$ cat src/rtl/slt_pkg.sv
package slt_pkg;

    // Table geometry.
    localparam int DEPTH   = 16;
    localparam int IDX_W   = $clog2(DEPTH);
    localparam int CNT_W   = $clog2(DEPTH + 1);

    // Field widths of the request and result.
    localparam int CMD_W   = 3;
    localparam int VAL_W   = 32;
    localparam int ST_W    = 2;
    localparam int POS_W   = 4;
    localparam int COUNT_W = 5;

    // Command codes.
    localparam logic [CMD_W-1:0] CMD_INSERT   = 3'd0;
    localparam logic [CMD_W-1:0] CMD_POP_HEAD = 3'd1;
    localparam logic [CMD_W-1:0] CMD_POP_TAIL = 3'd2;
    localparam logic [CMD_W-1:0] CMD_REMOVE   = 3'd3;
    localparam logic [CMD_W-1:0] CMD_SEARCH   = 3'd4;

    // Status codes.
    localparam logic [ST_W-1:0] ST_OK        = 2'd0;
    localparam logic [ST_W-1:0] ST_EMPTY     = 2'd1;
    localparam logic [ST_W-1:0] ST_NOT_FOUND = 2'd2;
    localparam logic [ST_W-1:0] ST_FULL      = 2'd3;

    typedef struct packed {
        logic [CMD_W-1:0]        command;
        logic signed [VAL_W-1:0] item_value;
    } t_request;

    typedef struct packed {
        logic [ST_W-1:0]         status;
        logic [POS_W-1:0]        position;
        logic signed [VAL_W-1:0] result_value;
        logic [COUNT_W-1:0]      entry_count;
    } t_result;

    // Controller to datapath commands.
    typedef struct packed {
        logic load;
        logic prep;
        logic step;
    } t_dp_ctrl;

    // Datapath to controller status.
    typedef struct packed {
        logic quick;
        logic done;
    } t_dp_stat;

endpackage

$ cat src/rtl/sorted_list_table_core.sv
// Channel   | Ports                  | Handshake
// ----------+------------------------+---------------------------------------
// request   | i_start, i_request     | taken when i_start is high, o_busy low
// result    | o_strobe, o_result     | valid for the single o_strobe cycle
//
// Each request takes one prep cycle plus a walk over the entry memory, one
// entry per cycle through its single read and write port: insert count-pos+1
// walk cycles, pop tail 1, pop head and remove count, search pos+1 (count on
// a miss). Full, empty and unknown commands finish after the prep cycle.
// The result strobe follows one cycle after the last walk step, and a new
// request may be taken in that strobe cycle. Reset empties the table at once.
// The receiver cannot stall; results are never held back.
module sorted_list_table_core (
    input  logic              i_clk,
    input  logic              i_rst_n,
    input  logic              i_start,
    input  slt_pkg::t_request i_request,
    output logic              o_busy,
    output logic              o_strobe,
    output slt_pkg::t_result  o_result
);

    slt_pkg::t_dp_ctrl dp_ctrl;
    slt_pkg::t_dp_stat dp_stat;

    // Sequencer.
    slt_controller u_ctrl (
        .i_clk    (i_clk),
        .i_rst_n  (i_rst_n),
        .i_start  (i_start),
        .i_stat   (dp_stat),
        .o_ctrl   (dp_ctrl),
        .o_busy   (o_busy),
        .o_strobe (o_strobe)
    );

    // Entry memory and walk datapath.
    slt_datapath u_dp (
        .i_clk     (i_clk),
        .i_rst_n   (i_rst_n),
        .i_request (i_request),
        .i_ctrl    (dp_ctrl),
        .o_stat    (dp_stat),
        .o_result  (o_result)
    );

endmodule

$ cat src/rtl/slt_datapath.sv
module slt_datapath (
    input  logic             i_clk,
    input  logic             i_rst_n,
    input  slt_pkg::t_request i_request,
    input  slt_pkg::t_dp_ctrl i_ctrl,
    output slt_pkg::t_dp_stat o_stat,
    output slt_pkg::t_result  o_result
);

    // Entry storage, ascending from index 0.
    logic signed [slt_pkg::VAL_W-1:0] mem [slt_pkg::DEPTH];

    logic [slt_pkg::CMD_W-1:0]        r_cmd;
    logic signed [slt_pkg::VAL_W-1:0] r_val, n_val;
    logic [slt_pkg::CNT_W-1:0]        r_count, n_count;
    logic [slt_pkg::IDX_W-1:0]        r_idx, n_idx;
    logic                             r_found, n_found;
    logic [slt_pkg::IDX_W-1:0]        r_hpos, n_hpos;
    logic signed [slt_pkg::VAL_W-1:0] r_hval, n_hval;
    logic signed [slt_pkg::VAL_W-1:0] r_rdata;
    slt_pkg::t_result                 r_res, n_res;

    logic                             rd_en;
    logic [slt_pkg::IDX_W-1:0]        rd_addr;
    logic                             wr_en;
    logic [slt_pkg::IDX_W-1:0]        wr_addr;
    logic signed [slt_pkg::VAL_W-1:0] wr_data;
    logic                             quick;
    logic                             done;

    // Per-command walk decisions.
    always_comb begin
        logic [slt_pkg::CNT_W-1:0] count_m1;
        logic                      is_valid;
        logic                      is_find;
        logic                      last;
        logic                      hit;
        logic                      found_now;

        count_m1  = r_count - slt_pkg::CNT_W'(1);
        is_valid  = (r_cmd inside {[slt_pkg::CMD_INSERT:slt_pkg::CMD_SEARCH]});
        is_find   = (r_cmd inside {slt_pkg::CMD_POP_HEAD, slt_pkg::CMD_REMOVE,
                                   slt_pkg::CMD_SEARCH});
        last      = (slt_pkg::CNT_W'(r_idx) == count_m1);
        hit       = !r_found && ((r_cmd == slt_pkg::CMD_POP_HEAD) || (r_rdata == r_val));
        found_now = r_found || hit;

        n_val   = r_val;
        n_count = r_count;
        n_idx   = r_idx;
        n_found = r_found;
        n_hpos  = r_hpos;
        n_hval  = r_hval;
        n_res   = r_res;
        rd_en   = 1'b0;
        rd_addr = '0;
        wr_en   = 1'b0;
        wr_addr = '0;
        wr_data = r_rdata;
        quick   = 1'b0;
        done    = 1'b0;

        if (i_ctrl.load) begin
            n_val = i_request.item_value;
        end

        if (i_ctrl.prep) begin
            quick = !is_valid
                 || ((r_cmd == slt_pkg::CMD_INSERT) && (r_count == slt_pkg::CNT_W'(slt_pkg::DEPTH)))
                 || ((r_cmd != slt_pkg::CMD_INSERT) && (r_count == '0));
            n_res.position    = '0;
            n_res.entry_count = slt_pkg::COUNT_W'(r_count);
            if (!is_valid) begin
                n_res.status       = slt_pkg::ST_OK;
                n_res.result_value = '0;
            end else if (r_cmd == slt_pkg::CMD_INSERT) begin
                n_res.status       = slt_pkg::ST_FULL;
                n_res.result_value = r_val;
            end else begin
                n_res.status       = slt_pkg::ST_EMPTY;
                n_res.result_value = '0;
            end
            // First read of the walk: tail side for insert and pop tail, head for a find.
            rd_en   = 1'b1;
            n_found = 1'b0;
            if (is_find) begin
                rd_addr = '0;
                n_idx   = '0;
            end else begin
                rd_addr = count_m1[slt_pkg::IDX_W-1:0];
                n_idx   = r_count[slt_pkg::IDX_W-1:0];
            end
        end

        if (i_ctrl.step) begin
            n_res.status = slt_pkg::ST_OK;
            if (r_cmd == slt_pkg::CMD_INSERT) begin
                // Move larger entries up one slot until the new value fits.
                wr_en   = 1'b1;
                wr_addr = r_idx;
                if ((r_idx == '0) || !(r_rdata > r_val)) begin
                    wr_data            = r_val;
                    done               = 1'b1;
                    n_count            = r_count + slt_pkg::CNT_W'(1);
                    n_res.position     = slt_pkg::POS_W'(r_idx);
                    n_res.result_value = r_val;
                    n_res.entry_count  = slt_pkg::COUNT_W'(r_count + slt_pkg::CNT_W'(1));
                end else begin
                    wr_data = r_rdata;
                    n_idx   = r_idx - slt_pkg::IDX_W'(1);
                    rd_en   = 1'b1;
                    rd_addr = r_idx - slt_pkg::IDX_W'(1) - slt_pkg::IDX_W'(1);
                end
            end else if (r_cmd == slt_pkg::CMD_POP_TAIL) begin
                done               = 1'b1;
                n_count            = count_m1;
                n_res.position     = slt_pkg::POS_W'(count_m1);
                n_res.result_value = r_rdata;
                n_res.entry_count  = slt_pkg::COUNT_W'(count_m1);
            end else begin
                // Scan from the head; after the match, pop head and remove close the gap one slot at a time.
                n_found = found_now;
                if (hit) begin
                    n_hpos = r_idx;
                    n_hval = r_rdata;
                end
                if (r_found) begin
                    wr_en   = 1'b1;
                    wr_addr = r_idx - slt_pkg::IDX_W'(1);
                    wr_data = r_rdata;
                end
                rd_en   = 1'b1;
                rd_addr = r_idx + slt_pkg::IDX_W'(1);
                n_idx   = r_idx + slt_pkg::IDX_W'(1);
                done    = last || ((r_cmd == slt_pkg::CMD_SEARCH) && hit);
                if (found_now) begin
                    n_res.position     = slt_pkg::POS_W'(hit ? r_idx : r_hpos);
                    n_res.result_value = hit ? r_rdata : r_hval;
                    if (r_cmd == slt_pkg::CMD_SEARCH) begin
                        n_res.entry_count = slt_pkg::COUNT_W'(r_count);
                    end else begin
                        n_res.entry_count = slt_pkg::COUNT_W'(count_m1);
                        if (done) begin
                            n_count = count_m1;
                        end
                    end
                end else begin
                    n_res.status       = slt_pkg::ST_NOT_FOUND;
                    n_res.position     = '0;
                    n_res.result_value = r_val;
                    n_res.entry_count  = slt_pkg::COUNT_W'(r_count);
                end
            end
        end
    end

    // Control registers.
    always_ff @(posedge i_clk) begin
        if (!i_rst_n) begin
            r_count <= '0;
            r_found <= 1'b0;
            r_cmd   <= slt_pkg::CMD_INSERT;
        end else begin
            r_count <= n_count;
            r_found <= n_found;
            if (i_ctrl.load) begin
                r_cmd <= i_request.command;
            end
        end
    end

    // Payload registers.
    always_ff @(posedge i_clk) begin
        r_val  <= n_val;
        r_idx  <= n_idx;
        r_hpos <= n_hpos;
        r_hval <= n_hval;
        r_res  <= n_res;
    end

    // Entry memory: one write and one registered read per cycle.
    always_ff @(posedge i_clk) begin
        if (wr_en) begin
            mem[wr_addr] <= wr_data;
        end
        if (rd_en) begin
            r_rdata <= mem[rd_addr];
        end
    end

    assign o_stat.quick = quick;
    assign o_stat.done  = done;
    assign o_result     = r_res;

endmodule

$ cat src/rtl/slt_controller.sv
module slt_controller (
    input  logic              i_clk,
    input  logic              i_rst_n,
    input  logic              i_start,
    input  slt_pkg::t_dp_stat i_stat,
    output slt_pkg::t_dp_ctrl o_ctrl,
    output logic              o_busy,
    output logic              o_strobe
);

    typedef enum logic [1:0] {
        S_IDLE,
        S_PREP,
        S_WALK
    } t_state;

    t_state r_state;
    logic   r_busy;
    logic   r_strobe;

    // Load follows a start while not busy; prep and step follow the current state.
    assign o_ctrl.load = i_start && !r_busy;
    assign o_ctrl.prep = (r_state == S_PREP);
    assign o_ctrl.step = (r_state == S_WALK);

    // Sequencer with registered busy and result strobe.
    always_ff @(posedge i_clk) begin
        if (!i_rst_n) begin
            r_state  <= S_IDLE;
            r_busy   <= 1'b0;
            r_strobe <= 1'b0;
        end else begin
            r_strobe <= 1'b0;
            case (r_state)
                S_IDLE: begin
                    if (i_start) begin
                        r_state <= S_PREP;
                        r_busy  <= 1'b1;
                    end
                end
                S_PREP: begin
                    if (i_stat.quick) begin
                        r_state  <= S_IDLE;
                        r_busy   <= 1'b0;
                        r_strobe <= 1'b1;
                    end else begin
                        r_state <= S_WALK;
                    end
                end
                S_WALK: begin
                    if (i_stat.done) begin
                        r_state  <= S_IDLE;
                        r_busy   <= 1'b0;
                        r_strobe <= 1'b1;
                    end
                end
                default: begin
                    r_state <= S_IDLE;
                    r_busy  <= 1'b0;
                end
            endcase
        end
    end

    assign o_busy   = r_busy;
    assign o_strobe = r_strobe;

endmodule

$ cat config.mk
export PLATFORM = sky130hd
export DESIGN_NAME = sorted_list_table_core
export DESIGN_NICKNAME = d
export VERILOG_FILES = /design/src/rtl/slt_pkg.sv /design/src/rtl/sorted_list_table_core.sv /design/src/rtl/slt_datapath.sv /design/src/rtl/slt_controller.sv
export SDC_FILE = /design/constraint.sdc
export NUM_CORES = 1
export LEC_CHECK = 0
export ABC_AREA = 0
export BUFFER_PORTS_ARGS = -buffer_cell sky130_fd_sc_hd__buf_2
export CORE_ASPECT_RATIO = 0.75
export CORE_MARGIN = 5
export CORE_UTILIZATION = 40
export CTS_BUF_LIST = sky130_fd_sc_hd__clkbuf_2
export CTS_CLUSTER_DIAMETER = 50
export CTS_CLUSTER_SIZE = 25
export DETAILED_ROUTE_END_ITERATION = 12
export PLACE_DENSITY = 0.62
export SYNTH_ARGS = -nofsm -noshare
export SYNTH_HDL_FRONTEND = slang
export SYNTH_HIERARCHICAL = 1
export SYNTH_SLANG_ARGS = --single-unit
$ cat constraint.sdc
create_clock -name i_clk -period 12.1 [get_ports i_clk]
set_clock_uncertainty 0.2 [all_clocks]
set_input_delay 1.21 -clock i_clk [delete_from_list [all_inputs] [get_ports i_clk]]
set_output_delay 1.21 -clock i_clk [all_outputs]
set_load 0.01 [all_outputs]
# Yosys cells after proc, flatten, opt, wreduce, memory -nomap -nowiden
# Memories as Yosys holds them, arrays and structs flattened. A register that Yosys moved wholly into a read port is not among the register bits.
# Index checks and enable logic that the tools add are counted.
[classes]
magnitude_cmp = 3
n_eq_ne = 14
n_bitwise = 2
addsub = 5
mux = 72
reduce_logical = 29
[op_table]
columns = ["operator", "count"]
rows = [
  ["$mux W32", 6],
  ["$mux W41", 4],
  ["$mux W43", 2],
  ["$mux W4", 17],
  ["$mux W5", 7],
  ["$eq A32 B32 Y1", 1],
  ["$gt A32 B32 Y1", 1],
  ["$mux W1", 25],
  ["$mux W2", 8],
  ["$reduce_bool A3 Y1", 4],
  ["$sub A4 B1 Y4 const B", 2],
  ["$eq A3 B2 Y1 const B", 2],
  ["$logic_and A1 B1 Y1", 6],
  ["$logic_or A1 B1 Y1", 6],
  ["$pmux W2 S3", 1],
  ["$reduce_and A3 Y1", 2],
  ["$add A5 B1 Y5 const B", 1],
  ["$eq A4 B5 Y1", 1],
  ["$eq A5 B5 Y1 const B", 1],
  ["$logic_not A5 Y1", 1],
  ["$reduce_and A5 Y1", 1],
  ["$sub A5 B1 Y5 const B", 1],
  ["$add A4 B1 Y4 const B", 1],
  ["$logic_not A1 Y1", 4],
  ["17 further kinds", 20],
]
[totals]
regBits = 128
inputBits = 38
elab_cells = 140
mem_bits_rw = 512
n_memories = 1
[mem_list]
columns = ["name", "depth", "word_bits", "read_ports", "rd_ports_with_merged_regs", "write_ports", "line_no", "source"]
rows = [
  ["u_dp.mem", 16, 32, 1, 1, 1, "slt_datapath.sv:11", "logic signed [slt_pkg::VAL_W-1:0] mem [slt_pkg::DEPTH];"],
]

# Depth between registers and ports, before layout
# Gate-level depths: netlist of the first run.
[logic_depth]
word_depth = 10
mapped_depth = 17
depth_no_buf = 13

# Modules after synthesis
# The synthesis of the first run kept the hierarchy.
[modules_own_cells]
columns = ["mod", "n_inst", "seq_area_each_um2", "area_each_um2", "cells_per_inst"]
rows = [
  ["slt_datapath", 1, 19518.7, 29668.5, 2123],
  ["slt_controller", 1, 80.1, 245.2, 26],
]

# Worst setup path after synthesis of the first run
# No wires, ideal clock.
[synth_timing]
path_kind = "flip-flop to flip-flop"
start = "reg u_dp/r_rdata[31] in the netlist's numbering, read port of u_dp.mem"
end = "mem u_dp/mem[0][31] in the netlist's numbering, data pin"
setup_slack_ps = 8115
t_required_ps = 11570
path_stages_with_launch = 13
t_arrival_ps = 3455
period_less_slack_ps = 3985
path_buffers = 3
cell_sequence = "edfxtp_1 ha_1 buf_6 nand4_4 or4_4 a31oi_4 nor3_2 o21ai_1 and2_0 clkbuf_1 nand2_1 clkbuf_1 o21ai_0"
[synth_via]
elab_chain_len = 6
[synth_lines]
columns = ["element", "line_no", "source"]
rows = [
  ["from (decl)", "slt_datapath.sv:20", "logic signed [slt_pkg::VAL_W-1:0] r_rdata;"],
  ["$gt A32 B32 Y1", "slt_datapath.sv:101", "if ((r_idx == '0) || !(r_rdata > r_val)) begin"],
  ["$logic_not A1 Y1", "slt_datapath.sv:101", ""],
  ["$logic_or A1 B1 Y1", "slt_datapath.sv:101", ""],
  ["$mux W32", "slt_datapath.sv:101", ""],
  ["$mux W32", "slt_datapath.sv:97", "if (r_cmd == slt_pkg::CMD_INSERT) begin"],
  ["$mux W32 (*)", "slt_datapath.sv:95", "if (i_ctrl.step) begin"],
  ["named net u_dp.wr_data, one bit", "slt_datapath.sv:27", "logic signed [slt_pkg::VAL_W-1:0] wr_data;"],
  ["to (decl)", "slt_datapath.sv:11", ""],
]
# The timed path passes the listed nets; every way through them passes the cells marked *.

# Worst setup path in the final report of the first run
[layout_timing]
start = "reg u_dp/r_val[13] in the netlist's numbering"
end = "reg u_dp/r_rdata[27] in the netlist's numbering, read port of u_dp.mem, data pin"
[layout_via]
elab_chain_len = 6
elab_cells_between_ends = 9
[layout_lines]
columns = ["element", "line_no", "source"]
rows = [
  ["from (decl)", "slt_datapath.sv:14", "logic signed [slt_pkg::VAL_W-1:0] r_val, n_val;"],
  ["from (signal assigned)", "slt_datapath.sv:174", "r_val <= n_val;"],
  ["$gt A32 B32 Y1 (*)", "slt_datapath.sv:101", ""],
  ["$logic_not A1 Y1 (*)", "slt_datapath.sv:101", ""],
  ["$logic_or A1 B1 Y1 (*)", "slt_datapath.sv:101", ""],
  ["$mux W4 or $mux W1 (tied branches)", "slt_datapath.sv:101", ""],
  ["$mux W4 or $mux W1 (tied branches)", "slt_datapath.sv:97", ""],
  ["$mux W4 or $mux W1 (tied branches)", "slt_datapath.sv:95", ""],
]
# Mark *: on every way between the ends. The rest lies on a longest branch, timed or not.
# A chain may end at the register's enable or synchronous reset.

==> results.sh, run 1 <==
export IMPL_cts_clk_slew_worst_paths_ns=0.39
export IMPL_finalNonFillerCells=3204
export IMPL_grt_ovfl_total=0
export IMPL_grt_antenna_before_repair=1
export IMPL_ys_warn_count=6
export IMPL_grt_start_max_net_pins=144
export IMPL_avgSynthCellArea_um2=13.9
export IMPL_hold_class="in -> reg"
export IMPL_syn_to_final_growth_pct=8.19
export IMPL_clk_latency_ns=1.14
export IMPL_crit_type="reg -> reg"
export IMPL_vias=19600
export IMPL_max_freq_mhz=162
export IMPL_syn_nets=2231
export IMPL_rrSetupSlack_ns=5.91
export IMPL_fill_cells=6635
export IMPL_via_per_inst=6.12
export IMPL_globalRouteTotalUtil_pct=19.6
export IMPL_final_area_mm2=0.0324
export IMPL_r2r_end="u_dp/r_rdata[27]$_DFFE_PP_"
export IMPL_cts_hold_buf=22
export IMPL_crit_chain="inv_1 -> ha_1 -> nand4_1 -> nor4_2 -> a21oi_2 -> and3_4 -> a2bb2oi_1 -> o211ai_4 -> buf_4 -> nand2_8 -> buf_4 -> mux2i_1 -> o2111ai_1 -> or3_1"
export IMPL_cp_max_fo=103
export IMPL_timing_rr_start="u_dp/r_val[13]$_DFFE_PP_"
export IMPL_place_area_mm2=0.0315
export IMPL_core_mm2=0.0738
export IMPL_leakagePower_nw=11.7
export IMPL_reg2reg_depth=14
export IMPL_numCtsBuffers=42
export IMPL_dieHeight_um=247
export IMPL_rsz0062_at_grt="false"
export IMPL_synthAdderAreaFrac_pct=1.84
export IMPL_wl_per_cell_um=25.5
export IMPL_vdd_drop_max_uv=163
export IMPL_netlist_area_mm2=0.0299
export IMPL_cp_end_kind="register"
export IMPL_setup_tns_ns=0
export IMPL_min_path_cells=1
export IMPL_setup_viol=0
export IMPL_required_ns=12.76
export IMPL_fin_nets=2284
export IMPL_hold_end="u_dp/r_val[22]$_DFFE_PP_"
export IMPL_fin_crit_ns=6.19
export IMPL_critPathArrivalTime_ns=6.85
export IMPL_cp_slowest_cell="buf_4"
export IMPL_power_density_mw_per_mm2=203
export IMPL_async_flop_share_pct=0
export IMPL_ys_types=85
export IMPL_drv_cap=0
export IMPL_ys_seq_elements=672
export IMPL_cts_max_path_buffers=3
export IMPL_routabilityCongestion=0.865
export IMPL_hold_viol_final=0
export IMPL_path_common_cell="buf_4"
export IMPL_io_buffers=82
export IMPL_post_route_period_util_pct=51.2
export IMPL_remaining_drc_errors=0
export IMPL_drive_gt1_share_pct=14.7
export IMPL_relSlewSlack_pct=13.3
export IMPL_synth_top_family_by_area="compound AO/OA/AOI/OAI gates"
export IMPL_finalPower_mw=6.58
export IMPL_worstMarginPinSlew_ns=1.30
export IMPL_crit_path_max_incr_delay_ns=0.94
export IMPL_drt_iter0_drc=1962
export IMPL_synth_compound_area_share_pct=14.4
export IMPL_synth_area_mux_share_pct=7.59
export IMPL_num_rows=86
export IMPL_grt_pass1_vias=19000
export IMPL_dominantRegCellSynth="edfxtp_1"
export IMPL_synth_xor_area_share_pct=0.439
export IMPL_worst_path_buf_inv=3
export IMPL_crit_family="simple AND/OR/NAND/NOR gates"
export IMPL_num_io_pins=83
export IMPL_placedCellCount=3103
export IMPL_die_area_mm2=0.0804
export IMPL_drt_total_wl_um=81800
export IMPL_tritoncts="built"
export IMPL_postRouteAntennaNets=0
export IMPL_clock_root_buffer="clkbuf_2"
export IMPL_grt_pass1_wl_um=121000
export IMPL_cts_sinks=672
export IMPL_htreeDepth=2
export IMPL_cts_resized=0
export IMPL_dr_pass1_iters=7
export IMPL_synth_edf_count=614
export IMPL_synth_cells=2149
export IMPL_synthSimpleGateAreaFrac_pct=7.07
export IMPL_die_w_um=326
export IMPL_initial_utilization_pct=40.5
export IMPL_preCtsSetupSlack_ns=6.02
export IMPL_report_final_slew_viol_count=0
export IMPL_post_cts_buffers=0
export IMPL_status="completed"
export IMPL_setup_ws_ns=5.91
export IMPL_cp_start_kind="register"
export IMPL_min_from="i_request[22]"
export IMPL_ys_seq_area_share_pct=65.5
export IMPL_dp_hpwl_um=46100
state kept, by name, summed over array words and instances, names as in the netlist, 4 cells and up:
name / count
u_dp/mem: 512
u_dp/r_val: 32
u_dp/r_hpos: 4
u_dp/r_count: 5
u_dp/r_idx: 4
u_dp/o_result: 43
u_dp/r_hval: 32
u_dp/r_rdata: 32
logic make-up (layout without fill, tap and decap cells):
logic type	after synthesis	in the layout
fa+ha+maj	44	44
simple gates	386	386
xor+xnor	15	15
mux	222	222
other cells	0	1
flops	672	672
buf+inv	221	307
compound gates	589	589
cell type report:
class                   count  area, µm²  area share, %
flip-flops and latches    672      19600           60.6
multi-input cells        1256       9550           29.5
repair buffers            184       1230           3.81
well taps                 968       1210           3.74
clock inverters            30        357           1.10
clock buffers              47        235          0.727
inverters                  46        173          0.534
diodes                      1       2.50        0.00773
how the worst max path moves through the flow:
stage                                           from                         end  slack (ns)  cells after the start
after floorplan           u_dp/r_rdata[31]$_DFFE_PP_   u_dp/mem[0][31]$_DFFE_PP_        8.11                     12
final                       u_dp/r_val[13]$_DFFE_PP_  u_dp/r_rdata[27]$_DFFE_PP_        5.91                     14
after global placement    u_dp/r_rdata[14]$_DFFE_PP_  u_dp/r_rdata[27]$_DFFE_PP_        6.09                     13
after global routing        u_dp/r_val[13]$_DFFE_PP_  u_dp/r_rdata[27]$_DFFE_PP_        5.61                     14
after detailed placement  u_dp/r_rdata[31]$_DFFE_PP_  u_dp/r_rdata[27]$_DFFE_PP_        6.02                     13
after CTS                   u_dp/r_val[13]$_DFFE_PP_  u_dp/r_rdata[27]$_DFFE_PP_        5.98                     14
stage by stage:
step	util, %	hold slack [ns]
global route	43.8	0.00681
CTS	43.8	0.00108
floorplan	-	0.269
detailed placement	42.7	0.240
finish	43.8	0.0906
global placement	42.7	0.235
layout by cell type (no fill, tap or decap), types with 6 or more instances in the layout:
cell type and instances:
buf_4 79, ha_1 44, o221ai_1 33, nand3_1 16, a31oi_1 6, nand2_1 71, edfxtp_1 614, nor2b_1 10
xnor2_1 10, nor3_1 35, mux2i_1 184, dfxtp_1 58, a32oi_1 6, a32o_1 21, nor2_1 46, and3_1 101
inv_8 7, buf_2 82, clkbuf_2 47, mux2_2 38, dlygate4sd3_1 23, a21boi_0 87, o2111ai_1 96, o22ai_1 94
nor2_4 18, a21boi_1 14, a22oi_1 33, or3_1 39, inv_6 7, o21ai_0 82, inv_1 44, a21oi_1 61
nand4_1 10
power by group:
| part | internal, mW | switching [mW] | leakage, nW | total (mW) |
|---|---|---|---|---|
| Sequential | 3.03 | 0.153 | 6.04 | 3.18 |
| Clock | 0.223 | 0.768 | 0.370 | 0.991 |
| Combinational | 0.811 | 1.60 | 5.27 | 2.41 |
worst reg2reg max path, cell delays in order (launching register included):
cell and delay (ns):
edfxtp_1 0.48, inv_1 0.10, ha_1 0.30, nand4_1 0.22, nor4_2 0.68, a21oi_2 0.26
and3_4 0.28, a2bb2oi_1 0.36, o211ai_4 0.12, buf_4 0.29, nand2_8 0.82, buf_4 0.97
mux2i_1 0.31, o2111ai_1 0.14, or3_1 0.44
cell usage after synthesis (all sizes together) (5+ instances only):
| cell | n | area (µm²) |
|---|---|---|
| edfxtp | 614 | 18400 |
| and3 | 102 | 643 |
| nor3 | 37 | 195 |
| nand3 | 18 | 100 |
| ha | 44 | 551 |
| o32a | 5 | 50.1 |
| o2111ai | 96 | 841 |
| a21oi | 62 | 314 |
| a21boi | 101 | 758 |
| a32o | 21 | 210 |
| inv | 45 | 169 |
| nor2 | 65 | 251 |
| a22oi | 33 | 248 |
| buf | 65 | 364 |
| a31oi | 7 | 58.8 |
| clkbuf | 110 | 413 |
| mux2i | 184 | 1840 |
| nand4 | 11 | 83.8 |
| o211ai | 5 | 42.5 |
| nor2b | 11 | 68.8 |
| a221oi | 5 | 67.6 |
| dfxtp | 58 | 1160 |
| o21ai | 87 | 458 |
| or3 | 40 | 250 |
| o221ai | 33 | 289 |
| a32oi | 6 | 52.6 |
| nand2 | 73 | 277 |
| xnor2 | 10 | 87.6 |
| xor2 | 5 | 43.8 |
| o22ai | 95 | 601 |
| mux2 | 38 | 428 |
| and2 | 6 | 37.5 |
layer usage:
layer	GRT usage, %	wire length [µm]
met1	28.5	36400
met2	30.4	36500
met4	5.97	2490
met5	0	0
met3	3.21	6390
(Power assumes the default switching activity.)
==> run 2, diff against run 1 <==
clock period = 6.4 ns   (was 12.1 ns; I/O delays follow)
==> run 2 against run 1 <==
Cell area increased by 2.2%. Global-route usage increased by 0.22 points. Count of clock-buffer cells in the layout increased by 1. Core utilization increased by 0.98 points. Power increased by 92%. Maximum frequency increased by 11%. Sequential power increased by 90%. Highest routed layer is now met5.
==> results.sh, run 2 (synthesis results as in run 1) <==
export IMPL_status="completed"
export IMPL_dp_hpwl_um=49600
export IMPL_met2_usage_pct=30.7
export IMPL_cp_slowest_cell="nand2_8"
export IMPL_crit_family="simple AND/OR/NAND/NOR gates"
export IMPL_busiest_layer="met2"
export IMPL_grt_pass1_wl_um=123000
export IMPL_crit_path_max_incr_delay_ns=0.69
export IMPL_cp_end_kind="register"
export IMPL_cts_resized=0
export IMPL_grt_met1_usage_pct=28.9
export IMPL_num_io_pins=83
export IMPL_max_freq_mhz=179
export IMPL_largest_reg_flops=512
export IMPL_rrSetupSlack_ns=0.80
export IMPL_grt_start_max_net_pins=193
export IMPL_cts_max_path_buffers=3
export IMPL_r2r_end="u_dp/r_rdata[8]$_DFFE_PP_"
export IMPL_post_cts_buffers=0
export IMPL_reg2reg_depth=12
export IMPL_mostFrequentLayoutCells="614 x edfxtp_1, 184 x mux2i_1, 101 x and3_1, 96 x o2111ai_1, 94 x o22ai_1"
export IMPL_via_per_inst=6.02
export IMPL_pwr_share_seq_pct=47.7
export IMPL_vdd_drop_max_uv=232
export IMPL_relSlewSlack_pct=17.6
export IMPL_regArea_mm2=0.0196
export IMPL_fin_nets=2349
export IMPL_critPathArrivalTime_ns=6.22
export IMPL_cts_clk_slew_worst_paths_ns=0.41
export IMPL_cp_depth=12
export IMPL_tritoncts="built"
export IMPL_p_sw_share_pct=38.6
export IMPL_wl_per_cell_um=25.0
export IMPL_leakagePower_nw=12.0
export IMPL_hold_viol_final=0
export IMPL_cp_max_fo=59
export IMPL_cp_start_kind="register"
export IMPL_worst_path_buf_inv=1
export IMPL_report_final_slew_viol_count=0
export IMPL_placedCellCount=3112
export IMPL_fin_crit_ns=5.60
export IMPL_multiInputGateArea_mm2=0.00955
export IMPL_cts_sinks=672
export IMPL_initial_utilization_pct=40.5
export IMPL_clockPowerShare_pct=15.3
export IMPL_final_common_cell="edfxtp_1"
export IMPL_final_util_pct=44.8
export IMPL_rsz0062_at_grt="false"
export IMPL_crit_path_end="u_dp/r_rdata[8]$_DFFE_PP_"
export IMPL_grtUsageMet3_pct=3.55
export IMPL_crit_type="reg -> reg"
export IMPL_clock_root_buffer="clkbuf_2"
export IMPL_required_ns=7.03
export IMPL_timing_rr_start="u_dp/r_rdata[31]$_DFFE_PP_"
export IMPL_hold_class="in -> reg"
export IMPL_postRouteAntennaNets=0
export IMPL_finalPower_mw=12.6
export IMPL_grt_ovfl_total=0
export IMPL_power_density_mw_per_mm2=382
export IMPL_setup_viol=0
export IMPL_die_area_mm2=0.0804
export IMPL_internal_power_mw=7.75
export IMPL_routabilityCongestion=0.887
export IMPL_io_buffers=82
export IMPL_setup_tns_ns=0
export IMPL_vias=19700
export IMPL_regMostFlops="u_dp/mem"
export IMPL_die_w_um=326
export IMPL_drive_gt1_share_pct=14.7
export IMPL_comb_power_share_pct=36.9
export IMPL_globalRouteTotalUtil_pct=19.8
export IMPL_core_mm2=0.0738
export IMPL_clk_latency_ns=1.16
export IMPL_post_route_period_util_pct=87.4
export IMPL_crit_path_start="u_dp/r_rdata[31]$_DFFE_PP_"
export IMPL_finalNonFillerCells=3268
export IMPL_grt_pass1_vias=19400
export IMPL_worstMarginPinSlew_ns=1.22
export IMPL_numCtsBuffers=43
export IMPL_grt_antenna_before_repair=4
export IMPL_syn_to_final_growth_pct=10.6
export IMPL_crit_chain="ha_1 -> nand4_4 -> nor4_4 -> a21oi_2 -> and3_4 -> a2bb2oi_1 -> o211ai_4 -> nand2_8 -> buf_12 -> mux2i_1 -> o22ai_1 -> or3_1"
export IMPL_p_switching_mw=4.87
export IMPL_fill_cells=6514
export IMPL_dr_pass1_iters=6
export IMPL_htreeDepth=2
export IMPL_drv_cap=0
export IMPL_num_rows=86
export IMPL_drt_total_wl_um=81900
export IMPL_dieHeight_um=247
export IMPL_remaining_drc_errors=0
export IMPL_drt_iter0_drc=2070
## run 2: cell types whose count changed in the layout (fill, tap and decap cells not counted), moves of 3 or more
| cell | before | now |
|---|---|---|
| buf_4 | 79 | 83 |
| inv_6 | 7 | 3 |
| buf_12 | 0 | 5 |
| dlygate4sd3_1 | 23 | 78 |
| clkinv_8 | 4 | 7 |
## run 2: worst min path at each step
stage | endpoint | startpoint | slack, ns | depth (start not counted)
detailed placement | u_dp/o_result[39]$_DFF_P_ | u_dp/o_result[39]$_DFF_P_ | 0.25 | 2
global route | u_ctrl/o_strobe$_SDFF_PN0_ | i_rst_n | 0.07 | 4
floorplan | u_ctrl/r_state[1]$_SDFFE_PN0P_ | u_ctrl/r_state[1]$_SDFFE_PN0P_ | 0.27 | 2
CTS | u_ctrl/o_strobe$_SDFF_PN0_ | i_rst_n | 0.04 | 4
global placement | u_dp/o_result[40]$_DFF_P_ | u_dp/o_result[40]$_DFF_P_ | 0.24 | 2
finish | u_ctrl/o_strobe$_SDFF_PN0_ | i_rst_n | 0.17 | 4
## run 2: tightest hold or removal path: cells and delay by family
family,cells,cell delay [ns]
buffers and inverters,2,0.76
and+or+nand+nor,2,0.14
## run 2: final cells by class
type                       instances  share of cell area (%)
sequential                       672                    59.2
multi-input combinational       1256                    28.9
timing repair buffer             248                    5.79
tap                              968                    3.66
clock inverter                    29                    1.20
clock buffer                      48                   0.726
inverter                          46                   0.522
antenna                            1                 0.00756
## run 2: through the flow
stage | hold WS [ns] | setup WS, ns | area [µm²]
finish | 0.168 | 0.804 | 33100
global route | 0.0711 | 0.598 | 33100
CTS | 0.0416 | 0.932 | 33100
detailed placement | 0.247 | 1.07 | 31700
global placement | 0.240 | 1.11 | 31700
floorplan | 0.269 | 2.41 | 29900
## run 2: repair_timing
item | in CTS | in global routing
hold endpoints to repair | 77 | 0
setup endpoints to repair | 0 | 0
hold buffers | 78 | 0
## run 2: layer usage
layer  part of all wire, %  routed length [µm]
met3                   8.3                6830
met2                    45               36500
met5                 0.056                  46
met1                    44               36300
met4                   2.6                2100
## run 2: power groups by stage
stage | combinational (mW) | sequential, mW | clock [mW]
after floorplan | 2.91 | 6.04 | 0
after global placement | 4.47 | 6.11 | 0
after detailed placement | 4.56 | 6.12 | 0
after CTS | 4.62 | 6.03 | 1.99
after global routing | 5.02 | 6.06 | 2.16
final | 4.67 | 6.03 | 1.94
